--- src/design/hpz_pkg.sv ---
// Package with the shared constants and types of the periodic Hermite interpolator.
`default_nettype none
package hpz_pkg;

  localparam int MAX_LINE_DEF = 256;
  localparam int SAMPLE_BITS  = 16;
  localparam int FRAC_BITS    = 16;
  localparam int POS_BITS     = 32;
  localparam int KW           = POS_BITS - FRAC_BITS;
  localparam int W_BITS       = FRAC_BITS + 4;
  localparam int PROD_BITS    = SAMPLE_BITS + W_BITS;
  localparam int ACC_BITS     = PROD_BITS + 2;
  localparam int LEN_BITS     = 9;
  localparam int IDX_BITS     = 8;
  localparam int MOD_STAGES   = 4;
  localparam int MOD_STEPS    = KW / MOD_STAGES;
  localparam logic [LEN_BITS-1:0] LEN_RESET = LEN_BITS'(64);

  typedef enum logic {
    CMD_WRITE = 1'b0,
    CMD_QUERY = 1'b1
  } cmd_t;

endpackage
`default_nettype wire

--- src/design/hpz_mac.sv ---
// Four-tap multiply, sum, round and saturate over three register stages.
`default_nettype none
module hpz_mac
  import hpz_pkg::*;
(
  input  wire logic                                clk,
  input  wire logic                                en,
  input  wire logic        [3:0][SAMPLE_BITS-1:0]  samp,
  input  wire logic        [3:0][W_BITS-1:0]       wt,
  output logic signed      [SAMPLE_BITS-1:0]       value
);

  localparam logic signed [ACC_BITS-1:0] RND = ACC_BITS'(1) <<< FRAC_BITS;
  localparam logic signed [ACC_BITS-1:0] HI  = (ACC_BITS'(1) <<< (SAMPLE_BITS - 1)) - 1;
  localparam logic signed [ACC_BITS-1:0] LO  = -HI - 1;

  logic signed [PROD_BITS-1:0] prod_r [4];
  logic signed [ACC_BITS-1:0]  acc_r;
  logic signed [ACC_BITS-1:0]  acc_nxt;
  logic signed [ACC_BITS-1:0]  shv;
  logic signed [SAMPLE_BITS-1:0] value_nxt;

  // Products of each tap sample with its doubled weight.
  always_ff @(posedge clk) begin
    if (en) begin
      for (int i = 0; i < 4; i++) begin
        prod_r[i] <= PROD_BITS'($signed(samp[i])) * PROD_BITS'($signed(wt[i]));
      end
    end
  end

  // Sum of the four products.
  always_comb begin
    acc_nxt = ACC_BITS'(prod_r[0]) + ACC_BITS'(prod_r[1])
            + ACC_BITS'(prod_r[2]) + ACC_BITS'(prod_r[3]);
  end

  always_ff @(posedge clk) begin
    if (en) begin
      acc_r <= acc_nxt;
    end
  end

  // Round half up, drop the doubling and the fraction, then saturate.
  always_comb begin
    shv = (acc_r + RND) >>> (FRAC_BITS + 1);
    priority if (shv > HI) begin
      value_nxt = HI[SAMPLE_BITS-1:0];
    end else if (shv < LO) begin
      value_nxt = LO[SAMPLE_BITS-1:0];
    end else begin
      value_nxt = shv[SAMPLE_BITS-1:0];
    end
  end

  always_ff @(posedge clk) begin
    if (en) begin
      value <= value_nxt;
    end
  end

endmodule
`default_nettype wire

--- config.mk ---
export PLATFORM = sky130hd
export DESIGN_NAME = hpz_mac
export DESIGN_NICKNAME = d
export VERILOG_FILES = /design/src/design/hpz_pkg.sv /design/src/design/hpz_mac.sv
export SDC_FILE = /design/constraint.sdc
export NUM_CORES = 2
export LEC_CHECK = 0
export ABC_AREA = 1
export BUFFER_PORTS_ARGS = -buffer_cell sky130_fd_sc_hd__clkbuf_2
export CORE_ASPECT_RATIO = 1.25
export CORE_MARGIN = 3
export CORE_UTILIZATION = 55
export DETAILED_ROUTE_END_ITERATION = 16
export PLACE_DENSITY = 0.72
export SLEW_MARGIN = 20
export SYNTH_ARGS = -nofsm -noshare
export SYNTH_HDL_FRONTEND = slang
export SYNTH_SLANG_ARGS = --single-unit
--- constraint.sdc ---
create_clock -name clk -period 10.1 [get_ports clk]
set_input_delay 1.515 -clock clk [delete_from_list [all_inputs] [get_ports clk]]
set_output_delay 1.515 -clock clk [all_outputs]
set_load 0.01 [all_outputs]
==> Yosys cells after proc, flatten, opt, wreduce, memory -nomap -nowiden <==
Memories as Yosys holds them, arrays and structs flattened.
Index checks and enable logic that the tools add are counted.
{ "op_classes": {"add_sub_neg": 4, "multipliers": 4, "n_div": 0, "magnitude_cmp": 2, "eq_ne": 0, "n_shift": 0, "mux": 3, "bitwise_logic": 0, "n_reduce_logical": 0} }
{ "ops": {"columns": ["op", "count"], "rows": [
  ["$mul A16 B20 Y36", 4],
  ["$add A37 B36 Y38", 1],
  ["$add A38 B18 Y38 const B", 1],
  ["$add A38 B36 Y38", 1],
  ["$add A36 B36 Y37", 1],
  ["$gt A21 B16 Y1 const B", 1],
  ["$lt A21 B16 Y1 const B", 1],
  ["$mux W16", 1],
  ["$mux W1", 2]
]} }
{ "word_totals": {"reg_bits": 54, "latchBits": 0, "mem_bits_rw": 144, "mem_bits_ro": 0, "in_bits": 146, "out_inout_bits": 16, "n_memories": 1} }
{ "mem_list": {"columns": ["memory", "words", "word_bits", "read_ports", "rd_ports_with_merged_regs", "write_ports", "line", "source"], "rows": [
  ["prod_r", 4, 36, 4, 0, 4, "hpz_mac.sv:17", "logic signed [PROD_BITS-1:0] prod_r [4];"]
]} }

==> Logic depth before layout (Yosys ltp) <==
{ "logic_depth": {"depth_word": 3, "ltp_mapped": 28, "ltp_nobuf": 27} }

==> Least setup slack after synthesis <==
OpenSTA, ideal clock, no wires.
{ "synth_path": {"path_type": "input port to flip-flop", "start": "input port samp[33] (netlist name)", "end": "memory prod_r[2][30] (netlist name) (data pin)", "t_arrival_ps": 6524, "setup_slack_ps": 3323, "path_stages": 20, "cell_sequence": "clkbuf_1 -> nand2_1 -> inv_1 -> fa_1 -> fa_1 -> inv_1 -> fa_1 -> fa_1 -> fa_1 -> fa_1 -> inv_1 -> ha_1 -> nand2_1 -> nor2_1 -> inv_1 -> nor2_1 -> nand3_1 -> or2_2 -> nand3_1 -> nand2_1"} }
{ "synth_rtl": {"columns": ["item", "line", "source"], "rows": [
  ["start, declared", "hpz_mac.sv:8", "input wire logic [3:0][SAMPLE_BITS-1:0] samp,"],
  ["end, declared", "hpz_mac.sv:17", null]
]} }

==> key figures <==
Cells and area
  – P&R area growth vs syn: 3.62%
  – Final core occ: 57.8%
  – Register area: 0.00547 mm2
  – Design Area, Final: 0.0622 mm2
  – Area of the multi-input gates: 0.0450 mm2
  – N_diodes: 0
  – Fin nets: 9261
  – Fill count: 9834
  – Share of cells above drive strength 1: 3.14%

Drt
  – Drt wl/cell: 17.2 um
  – Vias per cell: 5.17
  – DRC viols: 0
  – Post-Route WL: 151000 um
  – Router iterations before antenna repair: 8
  – ANT nets after route: 0
  – Vias: 45600
  – 1st-iter DRT viols: 2832

Logic synthesis
  – Post-synth ARST share: 0%
  – Post-synthesis register bit count: 182
  – Mean Syn Cell Area: 8.05 um2
  – Synth area leader: fa_1
  – Mapped Area: 0.0601 mm2
  – Synth top cells by count: inv_1, nand2_1, fa_1, ha_1, nor2_1
  – Post-synthesis cell count: 7461
  – Count leader, synth: inv_1
  – Post-synth EDFFs: 182
  – Register area share after synthesis: 9.10%
  – Most area-consuming cells after synthesis: fa_1, inv_1, nand2_1
  – Predominant post-synthesis flop cell: edfxtp_1
  – Synth top area share: 44.8%
  – Syn Nets: 9347
  – Ys Warns: 0
  – Post-synthesis cell type count: 32

Critical path
  – Top fanout value on the critical path: 20
  – Setup CP Type: in -> reg
  – Slack of the worst reg-to-reg path: 6.47 ns
  – Req. time, crit path: 10.32 ns
  – RR Endpoint: acc_r[24]$_DFFE_PP_
  – Beginning of the worst register-to-register path: prod_r[2][3]$_DFFE_PP_
  – Worst setup path end: prod_r[1][28]$_DFFE_PP_
  – Worst Path Arrival: 7.21 ns
  – Worst Setup SP: samp[17]
  – Endpoint type of the worst setup path: flip-flop
  – Crit start category: input port
  – Worst R2R Path Depth: 11

Global route
  – Global-route wire length before repair: 252000 um
  – Vias in the first global route: 49400
  – Initial antenna violation count: 2
  – Total gr overflow: 0
  – Gr usage total: 28.2%
  – Largest net degree at the start of global routing: 77

Flow run
  – Max Cap Viol: 0

STA
  – Final Hold Fails: 0
  – Final Max Slew Viols: 0
  – Final worst path period share: 69.3%
  – Unrepaired setup endpoints after global routing: no
  – Worst-Margin Slew: 1.01 ns
  – Slew headroom: 32.4%
  – Final Setup Violations: 0
  – Fmax: 143 MHz
  – TNS Setup: 0 ns
  – Clk_skew: 0.0147 ns
  – Crit path time final: 7.00 ns

Placed design
  – HPWL Detailed: 129000 um
  – Port Buffers: 161
  – Placed cell areas: 0.0617 mm2
  – RePlAce Congestion: 0.962

Clock network
  – CTS buffer count: 17
  – CTS tree: done
  – Hold buffers post-CTS: 0
  – H-tree Lvls: 4
  – Clock Latency Late Sink: 0.46 ns
  – PostCTS Resize Cnt: 0
  – CTS Buffer Depth: 2
  – Post-CTS Setup Inserts: 0
  – CTS root buf: clkbuf_16
  – Clock Sinks: 182
  – Worst-path clk slew: 0.08 ns

Floorplanning
  – Die X: 302 um
  – Vert. Die Dim: 375 um
  – Starting density of the core: 55.8%
  – Die area: 0.113 mm2
  – Core ar.: 0.108 mm2
  – Row count: 134
  – I/O Pins: 162

Worst hold path
  – Hold WC Path Type: reg -> reg

Status
  – Status: completed
==> worst min path at each step <==
stage,start,endpoint,slack (ns),cells after the start
5_1_grt,acc_r[37]$_DFFE_PP_,value[15]$_SDFFCE_PN0P_,0.71,1
6_report,acc_r[37]$_DFFE_PP_,value[15]$_SDFFCE_PN0P_,0.69,1
2_1_floorplan,acc_r[37]$_DFFE_PP_,value[15]$_SDFFCE_PN0P_,0.60,1
3_3_place_gp,acc_r[37]$_DFFE_PP_,value[15]$_SDFFCE_PN0P_,0.65,1
4_1_cts,acc_r[37]$_DFFE_PP_,value[15]$_SDFFCE_PN0P_,0.69,1
3_5_place_dp,acc_r[37]$_DFFE_PP_,value[15]$_SDFFCE_PN0P_,0.66,1
==> through the flow <==
stage | setup WS [ns] | std cells | hold WS (ns)
2_1_floorplan | 3.32 | 7461 | 0.599
3_3_place_gp | 2.66 | 8784 | 0.652
3_5_place_dp | 2.65 | 8784 | 0.660
4_1_cts | 3.13 | 8816 | 0.686
5_1_grt | 2.70 | 8816 | 0.707
6_report | 3.10 | 8816 | 0.687
==> final cells by class <==
type | instances | area share (%)
multi-input cells | 4734 | 72.3
inverters | 2276 | 13.7
flip-flops and latches | 182 | 8.78
well taps | 1428 | 2.87
repair buffers | 164 | 1.34
clock buffers | 18 | 0.690
clock inverters | 14 | 0.247
==> worst max-delay path, stage by stage <==
cell	delay [ns]
clkbuf_2	0.42
nand2_1	0.18
inv_1	0.16
fa_1	0.56
fa_1	0.90
fa_1	0.53
fa_1	0.50
fa_1	0.48
inv_1	0.05
fa_1	0.47
inv_1	0.04
ha_1	0.39
nand2_1	0.11
nand2_1	0.07
a31oi_1	0.23
a21boi_0	0.35
nand3_1	0.13
nand2_1	0.07
nand2_1	0.04
==> registers in the layout (all words and copies together) (netlist names) <==
signal and count:
acc_r 22, prod_r 144, value 16
==> cell families after synthesis <==
family          Yosys count  synth area share [%]
fa+ha+maj              1740                  53.0
xor+xnor                155                  2.27
flops                   182                  9.10
buf+inv                2545                  15.9
compound gates          362                  3.41
simple gates           2477                  16.2
==> routing by layer <==
metal	share of wire [%]	GRT usage [%]	up-vias
met5	0.020	0	-
met4	3.5	8.99	4
met3	5.2	2.84	333
met2	53	51.2	1445
met1	39	35.1	22900
li1	-	-	21000
==> cells in the final DEF, fill, tap and decap left out, drive strengths merged <==
master    instances
clkbuf          178
nor2            306
a21o             21
a21boi           15
edfxtp          182
clkinv            5
inv            2284
nand3b            8
nor3             31
xnor2            35
nand4            26
xor2            120
nand3           155
buf               4
fa             1344
nand2          1916
a21oi           166
and3              4
o211ai            3
clkinvlp          1
nand2b            2
ha              396
o21ai            99
nor4              6
a31oi            13
o21a             11
or2              23
o21bai           34
Power is not shown: default switching activity piles up to over one toggle a cycle in this logic, so the estimate is an artifact.
