--- src/design/hpz_pkg.sv ---
// Package with the shared constants and types of the periodic Hermite interpolator.
`default_nettype none
package hpz_pkg;

  localparam int MAX_LINE_DEF = 256;
  localparam int SAMPLE_BITS  = 16;
  localparam int FRAC_BITS    = 16;
  localparam int POS_BITS     = 32;
  localparam int KW           = POS_BITS - FRAC_BITS;
  localparam int W_BITS       = FRAC_BITS + 4;
  localparam int PROD_BITS    = SAMPLE_BITS + W_BITS;
  localparam int ACC_BITS     = PROD_BITS + 2;
  localparam int LEN_BITS     = 9;
  localparam int IDX_BITS     = 8;
  localparam int MOD_STAGES   = 4;
  localparam int MOD_STEPS    = KW / MOD_STAGES;
  localparam logic [LEN_BITS-1:0] LEN_RESET = LEN_BITS'(64);

  typedef enum logic {
    CMD_WRITE = 1'b0,
    CMD_QUERY = 1'b1
  } cmd_t;

endpackage
`default_nettype wire

--- src/design/hpz_mod_step.sv ---
// One pipeline stage of the restoring remainder unit used for index wrap.
`default_nettype none
module hpz_mod_step
  import hpz_pkg::*;
#(
  parameter int RW    = 9,
  parameter int NW    = 9,
  parameter int STEPS = MOD_STEPS
) (
  input  wire logic          clk,
  input  wire logic          en,
  input  wire logic [NW-1:0] n,
  input  wire logic [KW-1:0] mag_i,
  input  wire logic [RW-1:0] rem_i,
  output logic      [KW-1:0] mag_o,
  output logic      [RW-1:0] rem_o
);

  logic [KW-1:0] mag_nxt;
  logic [RW-1:0] rem_nxt;

  // Shift in one magnitude bit per step and subtract the length when it fits.
  always_comb begin
    logic [RW-1:0] r;
    logic [KW-1:0] m;
    r = rem_i;
    m = mag_i;
    for (int s = 0; s < STEPS; s++) begin
      r = {r[RW-2:0], m[KW-1]};
      m = {m[KW-2:0], 1'b0};
      if (r >= RW'(n)) begin
        r = r - RW'(n);
      end
    end
    rem_nxt = r;
    mag_nxt = m;
  end

  always_ff @(posedge clk) begin
    if (en) begin
      mag_o <= mag_nxt;
      rem_o <= rem_nxt;
    end
  end

endmodule
`default_nettype wire

--- config.mk ---
export PLATFORM = sky130hd
export DESIGN_NAME = hpz_mod_step
export DESIGN_NICKNAME = d
export VERILOG_FILES = /design/src/design/hpz_pkg.sv /design/src/design/hpz_mod_step.sv
export SDC_FILE = /design/constraint.sdc
export NUM_CORES = 1
export LEC_CHECK = 0
export BUFFER_PORTS_ARGS = -buffer_cell sky130_fd_sc_hd__buf_2
export CAP_MARGIN = 20
export CORE_MARGIN = 1.5
export CORE_UTILIZATION = 50
export CTS_BUF_LIST = sky130_fd_sc_hd__clkbuf_16
export DETAILED_ROUTE_END_ITERATION = 7
export PLACE_DENSITY = 0.75
export REMOVE_ABC_BUFFERS = 1
export SLEW_MARGIN = 20
export SYNTH_ARGS = -nofsm -noshare
export SYNTH_HDL_FRONTEND = slang
export SYNTH_SLANG_ARGS = --single-unit
--- constraint.sdc ---
create_clock -name clk -period 9.7 [get_ports clk]
set_clock_uncertainty 0.1 [all_clocks]
set_input_delay 0.485 -clock clk [delete_from_list [all_inputs] [get_ports clk]]
set_output_delay 0.485 -clock clk [all_outputs]
set_load 0.02 [all_outputs]
Word-level counts from Yosys, hierarchy flattened
Index checks and enable logic that the tools add are counted.
Widths: inputs -> output; s select.
{"block": "op_classes", "addsub": 4, "multipliers": 0, "div_mod_pow": 0, "order_cmp": 4, "n_eq_ne": 0, "shift": 0, "n_mux": 4, "n_bitwise": 0, "n_reduce_logical": 0}
{"operator": "$ge 9x9->1", "count": 4}
{"operator": "$mux 8", "count": 3}
{"operator": "$sub 8x8->8", "count": 3}
{"operator": "$mux 9", "count": 1}
{"operator": "$sub 9x9->9", "count": 1}
{"block": "word_totals", "reg_bits": 21, "latchBits": 0, "ram_bits": 0, "romBits": 0, "in_bits": 36, "n_memories": 0}

Longest topological paths before layout
Gate-level depths: netlist (run 1).
{"block": "logic_depth", "word_depth": 8, "mapped_depth": 34, "depth_no_buf": 33}

Worst setup path before layout (run 1)
OpenSTA, ideal clock, no wires.
{"block": "synth_path", "kind": "input-to-reg", "from": "input n[4]", "to": "register rem_o[2] (data pin)", "setup_ns": 0.260, "arrival_ns": 6.283, "required_ns": 9.340, "slack_ns": 3.057, "cell_stages": 28, "n_path_buf": 0, "cell_sequence": "inv_1 > ha_1 > a21oi_1 > o21ai_1 > a221oi_4 > nand2_1 > o21ai_1 > inv_1 > ha_1 > nor2b_4 > o2111ai_1 > a31oi_2 > o21ai_4 > mux2_2 > inv_1 > ha_1 > nor2b_1 > o21bai_1 > and3_4 > o21ai_4 > o221ai_4 > mux2_2 > ha_1 > o2111ai_1 > nand2_1 > a21oi_1 > o21ai_1 > mux2_2"}
{"block": "synth_via", "elab_chain_len": 8, "word_cells_on_any_way": 12}
{"element": "from (decl)", "line": "hpz_mod_step.sv:12", "rtl": "input wire logic [NW-1:0] n,"}
{"element": "$sub 8x8->8 / $ge 9x9->1 (equally long branches)", "line": "hpz_mod_step.sv:32, hpz_mod_step.sv:31"}
{"element": "$mux 8", "line": "hpz_mod_step.sv:31", "rtl": "if (r >= RW'(n)) begin"}
{"element": "$sub 8x8->8 / $ge 9x9->1 (equally long branches)", "line": "hpz_mod_step.sv:32, hpz_mod_step.sv:31"}
{"element": "$mux 8", "line": "hpz_mod_step.sv:31"}
{"element": "$ge 9x9->1 / $sub 8x8->8 (equally long branches)", "line": "hpz_mod_step.sv:31, hpz_mod_step.sv:32"}
{"element": "$mux 8", "line": "hpz_mod_step.sv:31"}
{"element": "$sub 9x9->9 / $ge 9x9->1 (equally long branches)", "line": "hpz_mod_step.sv:32, hpz_mod_step.sv:31"}
{"element": "$mux 9 (*)", "line": "hpz_mod_step.sv:31"}
{"element": "net rem_nxt[2]", "line": "hpz_mod_step.sv:20", "rtl": "logic [RW-1:0] rem_nxt;"}
{"element": "to (signal assigned)", "line": "hpz_mod_step.sv:42", "rtl": "rem_o <= rem_nxt;"}
{"element": "to (decl)", "line": "hpz_mod_step.sv:16", "rtl": "output logic [RW-1:0] rem_o"}
Mark *: on every way through the listed nets, which the timed path passes. The rest lies on a longest branch.
A chain may end at the register's enable or synchronous reset.

Final worst setup path (run 1)
{"block": "layout_path", "from": "input n[1]", "to": "register rem_o[2] (data pin)"}
Same word-level chain as after synthesis.

==> results of run 1 <==
through the flow:
| step | setup WS [ns] | instance area, um2 | cells | util (%) |
|---|---|---|---|---|
| final | 1.87 | 3080 | 410 | 60.0 |
| after global placement | 1.78 | 3000 | 406 | 58.4 |
| after global routing | 1.25 | 3080 | 410 | 60.0 |
| after floorplan | 2.94 | 2640 | 281 | - |
| after CTS | 1.91 | 3080 | 410 | 60.0 |
| after detailed placement | 1.71 | 3000 | 406 | 58.4 |
power by group:
group	switching, uW	internal (uW)
clock network	29.0	55.3
logic	359	284
registers	4.80	145
final cells by class:
cell class | instances | area [um2]
clock buffers | 3 | 75.1
clock inverters | 1 | 5.00
fillers | 499 | 2060
inverters | 26 | 97.6
multi-input cells | 234 | 1910
flip-flops and latches | 21 | 631
well taps | 70 | 87.6
repair buffers | 55 | 275
cells by family after synthesis:
logic type	synth area share, %
mux	7.12
compound gates	22.5
buf+inv	5.20
other cells	0.140
simple gates	15.0
xor+xnor	6.56
fa+ha+maj	19.9
flops	23.6
sequential cells by signal, summed over array words and instances, names as in the netlist:
| name | cells |
|---|---|
| rem_o | 9 |
| mag_o | 12 |
routing by layer:
| layer | wire length [um] | part of all wire [%] | vias to the layer above |
|---|---|---|---|
| li1 | - | - | 1172 |
| met5 | 0 | 0 | - |
| met1 | 2490 | 43 | 1086 |
| met4 | 66 | 1.1 | 0 |
| met2 | 3060 | 52 | 58 |
| met3 | 225 | 3.8 | 5 |
synthesized netlist by cell type (2+ instances only):
library cell   n  share of area, %
buf_4          4               1.1
o2111a_1       2              0.84
ha_1          36                17
a21o_1         4               1.1
xnor2_1       14               4.6
nor2b_1        6               1.4
mux2_2        12               5.1
nor3_1         7               1.3
o211ai_1       3              0.84
a21oi_1       19               3.6
xor2_1         6               2.0
nand3_1        7               1.3
and2_4         2              0.66
or3_1          5               1.2
a211oi_1       3              0.84
edfxtp_1      21                24
and2_1         2              0.47
nand4_1        4              0.94
mux2i_1        4               1.5
and3_1         4              0.94
nand2b_1       2              0.47
nor2_1        12               1.7
inv_1         26               3.7
o21a_1         6               1.7
o21ai_0        9               1.7
o21ai_1        7               1.3
o21bai_1       3              0.84
a31oi_1        6               1.4
o2111ai_1      2              0.66
nand2_1       15               2.1
o21ai_4        2               1.2
o31ai_1        3              0.84
fa_1           4               3.0
worst paths after layout:
check / from / end / slack (ns) / depth (start not counted)
max: n[1] / rem_o[2] / 1.87 / 30
min: mag_i[5] / mag_o[9] / 0.30 / 1
==> flow_summary.yaml, run 1 <==
placement:
  hpwl_um: 4930
  port_buffers: 55
  gp_congestion: 0.819
worst_setup_path:
  critPathSlowestCell: "o21ai_1"
  arrival_ns: 7.74
  crit_fanout: 15
  path_common_cell: "ha_1"
  crit_path_start_kind: "input pin"
  crit_required_ns: 9.60
  cp-end-kind: "register"
  critical_path_class: "input pin to register"
  crit_family: "compound AO/OA/AOI/OAI gates"
  slowest_delay_ns: 0.66
  worst-path-buf-inv: 4
timing:
  worstMarginPinSlew_ns: 0.800
  final_hold_viol_count: 0
  fin_crit_sh_pct: 80.8
  rsz0062_at_grt: "false"
  slew_headroom_pct: 46.3
  finalSetupViolations: 0
  fmax_mhz: 128
  fin_setup_tns_ns: 0
  post-route-min-period_ns: 7.83
  maxSlewViolCount: 0
  holdWs_ns: 0.305
final_layout:
  drive_above_1_share_pct: 26.5
  layout_common_cells: "55 x buf_2, 36 x ha_1, 26 x inv_1"
  final_common_cell: "buf_2"
  area_growth_pct: 15.5
  antennaDiodeCount: 0
  fin_nets: 417
global_route:
  antenna_found_initial: 0
  grt_pass1_wl_um: 9920
  grt_util_met2_pct: 41.8
  overflow: 0
  track_usage_pct: 20.9
  grt_pass1_vias: 2290
  grt-busiest-layer: "met2"
  grt_max_degree: 22
  grtUsageMet3_pct: 1.92
  grt_util_met1_pct: 23.2
synthesis:
  ys.flop_type: "edfxtp_1"
  netlist_instances: 283
  synth_cell_types: 54
  synthArstFlopShare_pct: 0
  yosysSeqAreaShare_pct: 23.6
  ys_seq_elements: 21
  syn-mean-instance-area_um2: 9.43
  synth_edf_count: 21
  yosys_warnings: 0
  synth_area_um2: 2670
status:
  outcome: "completed"
floorplanning:
  ios: 61
  core_um2: 5140
  std_cell_rows: 26
  die-area_um2: 5790
  die_y_um: 76.1
  start_util_pct: 51.9
  die_w_um: 76.1
cts:
  clock-sinks: 21
  tritoncts: "yes"
  cts_resized: 0
  cts_made_buffers: 3
  clock_path_buffers: 2
  clkTransAtPathRegs_ns: 0.05
  cts_max_level: 1
  cts_setup_buffers: 0
  clockRootBuffer: "clkbuf_16"
  hold_buffers: 0
detailed_routing:
  via_per_inst: 5.66
  drt-pass1-iter-count: 4
  drtIter0Drc: 83
  postRouteAntennaNets: 0
  wl_um: 5850
  drc: 0
  wl_per_cell_um: 14.3
  vias: 2321
pwr:
  total_power_uw: 876
  leakagePower_uw: 0.00140
  peakVddDrop_v: 0.000156
  powerDensity_nw_per_um2: 284
flow_run:
  maxCapViolations: 0
hold_path:
  hold_path.class: "input pin to register"
(Power assumes the default switching activity.)
==> run 2, diff against run 1 <==
ABC_AREA = 1   (was unset)
PLACE_DENSITY = 0.77   (was 0.75)
clock period = 6.9 ns   (was 9.7 ns; I/O delays follow)
==> run 2 against run 1 <==
Critical path depth is 8 higher. Largest power group unchanged. Sequential power is 43% higher. Sequential share of layout area is 1.2 points lower. Setup slack worse by 1.2 ns. Critical endpoint is now rem_o[7]. Wire length is 11% higher. Design area is 6.5% higher. Largest cell class unchanged.
==> flow_summary.yaml, run 2 <==
worst_setup_path:
  slowest_delay_ns: 0.34
  worst-path-buf-inv: 8
  crit_fanout: 11
  crit_family: "simple AND/OR/NAND/NOR gates"
  cp-end-kind: "register"
  crit_path_start_kind: "input pin"
  critical_path_class: "input pin to register"
  crit_required_ns: 6.91
  arrival_ns: 6.25
  path_common_cell: "nand2_1"
  critPathSlowestCell: "ha_1"
hold_path:
  holdPathEnd: "mag_o[9]"
  hp-start: "mag_i[5]"
  whs_path_depth: 1
  hold_path.class: "input pin to register"
detailed_routing:
  drc: 0
  wl_per_cell_um: 12.4
  vias: 2618
  drt-pass1-iter-count: 4
  postRouteAntennaNets: 0
  drtIter0Drc: 166
  wl_um: 6470
  via_per_inst: 5.01
cts:
  cts_max_level: 1
  cts_made_buffers: 3
  cts_setup_buffers: 0
  hold_buffers: 0
  clockRootBuffer: "clkbuf_16"
  tritoncts: "yes"
  clock-sinks: 21
  clkTransAtPathRegs_ns: 0.05
  cts_resized: 0
  clock_path_buffers: 2
synthesis:
  ys_seq_elements: 21
  yosys_warnings: 0
  ys.flop_type: "edfxtp_1"
  netlist.area_leader.share_pct: 22.1
  synth_cell_types: 43
  netlist_instances: 393
  synth_edf_count: 21
  netlist_top_cells_count: "115 x nand2_1, 61 x inv_1, 36 x ha_1"
  yosysTopAreaCell: "edfxtp_1"
  synth_most_common_cell: "nand2_1"
  yosysSeqAreaShare_pct: 22.1
  synthArstFlopShare_pct: 0
  syn-mean-instance-area_um2: 7.27
  synth_area_um2: 2860
  synthTopCellsByArea: "edfxtp_1 22%, ha_1 16%, nand2_1 15%, inv_1 8.0%, nand3_1 4.9%"
floorplanning:
  die_w_um: 78.6
  ios: 61
  die_y_um: 78.6
  die-area_um2: 6180
  std_cell_rows: 27
  core_um2: 5510
  start_util_pct: 51.9
global_route:
  antenna_found_initial: 0
  grt_pass1_wl_um: 11000
  grt_pass1_vias: 2470
  grt_max_degree: 22
  overflow: 0
  track_usage_pct: 22.4
final_layout:
  top_register: "mag_o"
  fin_nets: 528
  drive_above_1_share_pct: 20.4
  area_growth_pct: 14.9
  layout_common_cells: "115 x nand2_1, 61 x inv_1, 55 x buf_2"
  antennaDiodeCount: 0
  final_area_um2: 3280
  final_common_cell: "nand2_1"
  top_regs: "mag_o (12), rem_o (9)"
  largest_reg_flops: 12
pwr:
  power.internal_uw: 656
  p_comb_share_pct: 74.1
  clkPwrFrac_pct: 9.2
  swShare_pct: 48.9
  switchingPower_uw: 628
  powerDensity_nw_per_um2: 391
  seq_power_share_pct: 16.6
  total_power_uw: 1280
  leakagePower_uw: 0.00179
  peakVddDrop_v: 0.000204
timing:
  fin_setup_tns_ns: 0
  final_hold_viol_count: 0
  fmax_mhz: 160
  fin_crit_sh_pct: 90.5
  holdWs_ns: 0.169
  maxSlewViolCount: 0
  rsz0062_at_grt: "false"
  finalSetupViolations: 0
  post-route-min-period_ns: 6.24
placement:
  placed_cell_area_um2: 3200
  gp_congestion: 0.925
  port_buffers: 55
  hpwl_um: 5480
flow_run:
  maxCapViolations: 0
status:
  outcome: "completed"
run 2: cell types whose count changed after synthesis, sizes merged, moves of 7 or more:
cell / delta
inv: +38
mux2: -13
nand2: +108
nand3: +28
nor2: +7
nor2b: -7
run 2: layout make-up:
class	count	area [um2]
Fill cell	491	2220
Inverter	64	243
Sequential cell	21	631
Multi-Input combinational cell	305	1950
Timing Repair Buffer	57	290
Clock inverter	1	5.00
Clock buffer	3	75.1
Tap cell	72	90.1
run 2: kinds of logic (layout without fill, tap and decap cells):
group	count (synthesis)	in the layout	share of synthesized area, %
simple gates	196	196	33.6
buf+inv	70	125	10.1
compound gates	47	47	9.99
fa+ha+maj	40	40	18.6
flops	21	21	22.1
xor+xnor	17	17	5.21
other cells	1	4	0.131
mux	1	1	0.350
run 2: how the worst max path moves through the flow:
stage | from | to | cells after the start
after detailed placement | n[6] | rem_o[7] | 38
after global placement | n[4] | rem_o[7] | 36
after global routing | n[6] | rem_o[7] | 38
after CTS | n[6] | rem_o[7] | 38
after floorplan | n[6] | rem_o[8] | 37
final | n[6] | rem_o[7] | 38
run 2: layer usage:
layer / up-vias / track usage, % / part of all wire [%]
met2: 79 / 37.9 / 45
met4: 0 / 9.11 / 2.4
met5: - / 0 / 0
met3: 11 / 1.86 / 5.3
met1: 1138 / 29.4 / 47
li1: 1390 / - / -
run 2: power by group through the flow:
stage | sequential (uW) | clock (uW) | combinational, uW
floorplan | 263 | 0 | 693
global placement | 216 | 0 | 923
detailed placement | 216 | 0 | 941
CTS | 214 | 121 | 946
global route | 217 | 124 | 1080
finish | 214 | 118 | 952
run 2: metrics by stage:
step	worst slack (ns)	instances	util [%]
after floorplan	1.17	390	-
after global placement	0.478	519	58.1
after detailed placement	0.457	519	58.1
after CTS	0.691	523	59.6
after global routing	0.176	523	59.6
final	0.657	523	59.6
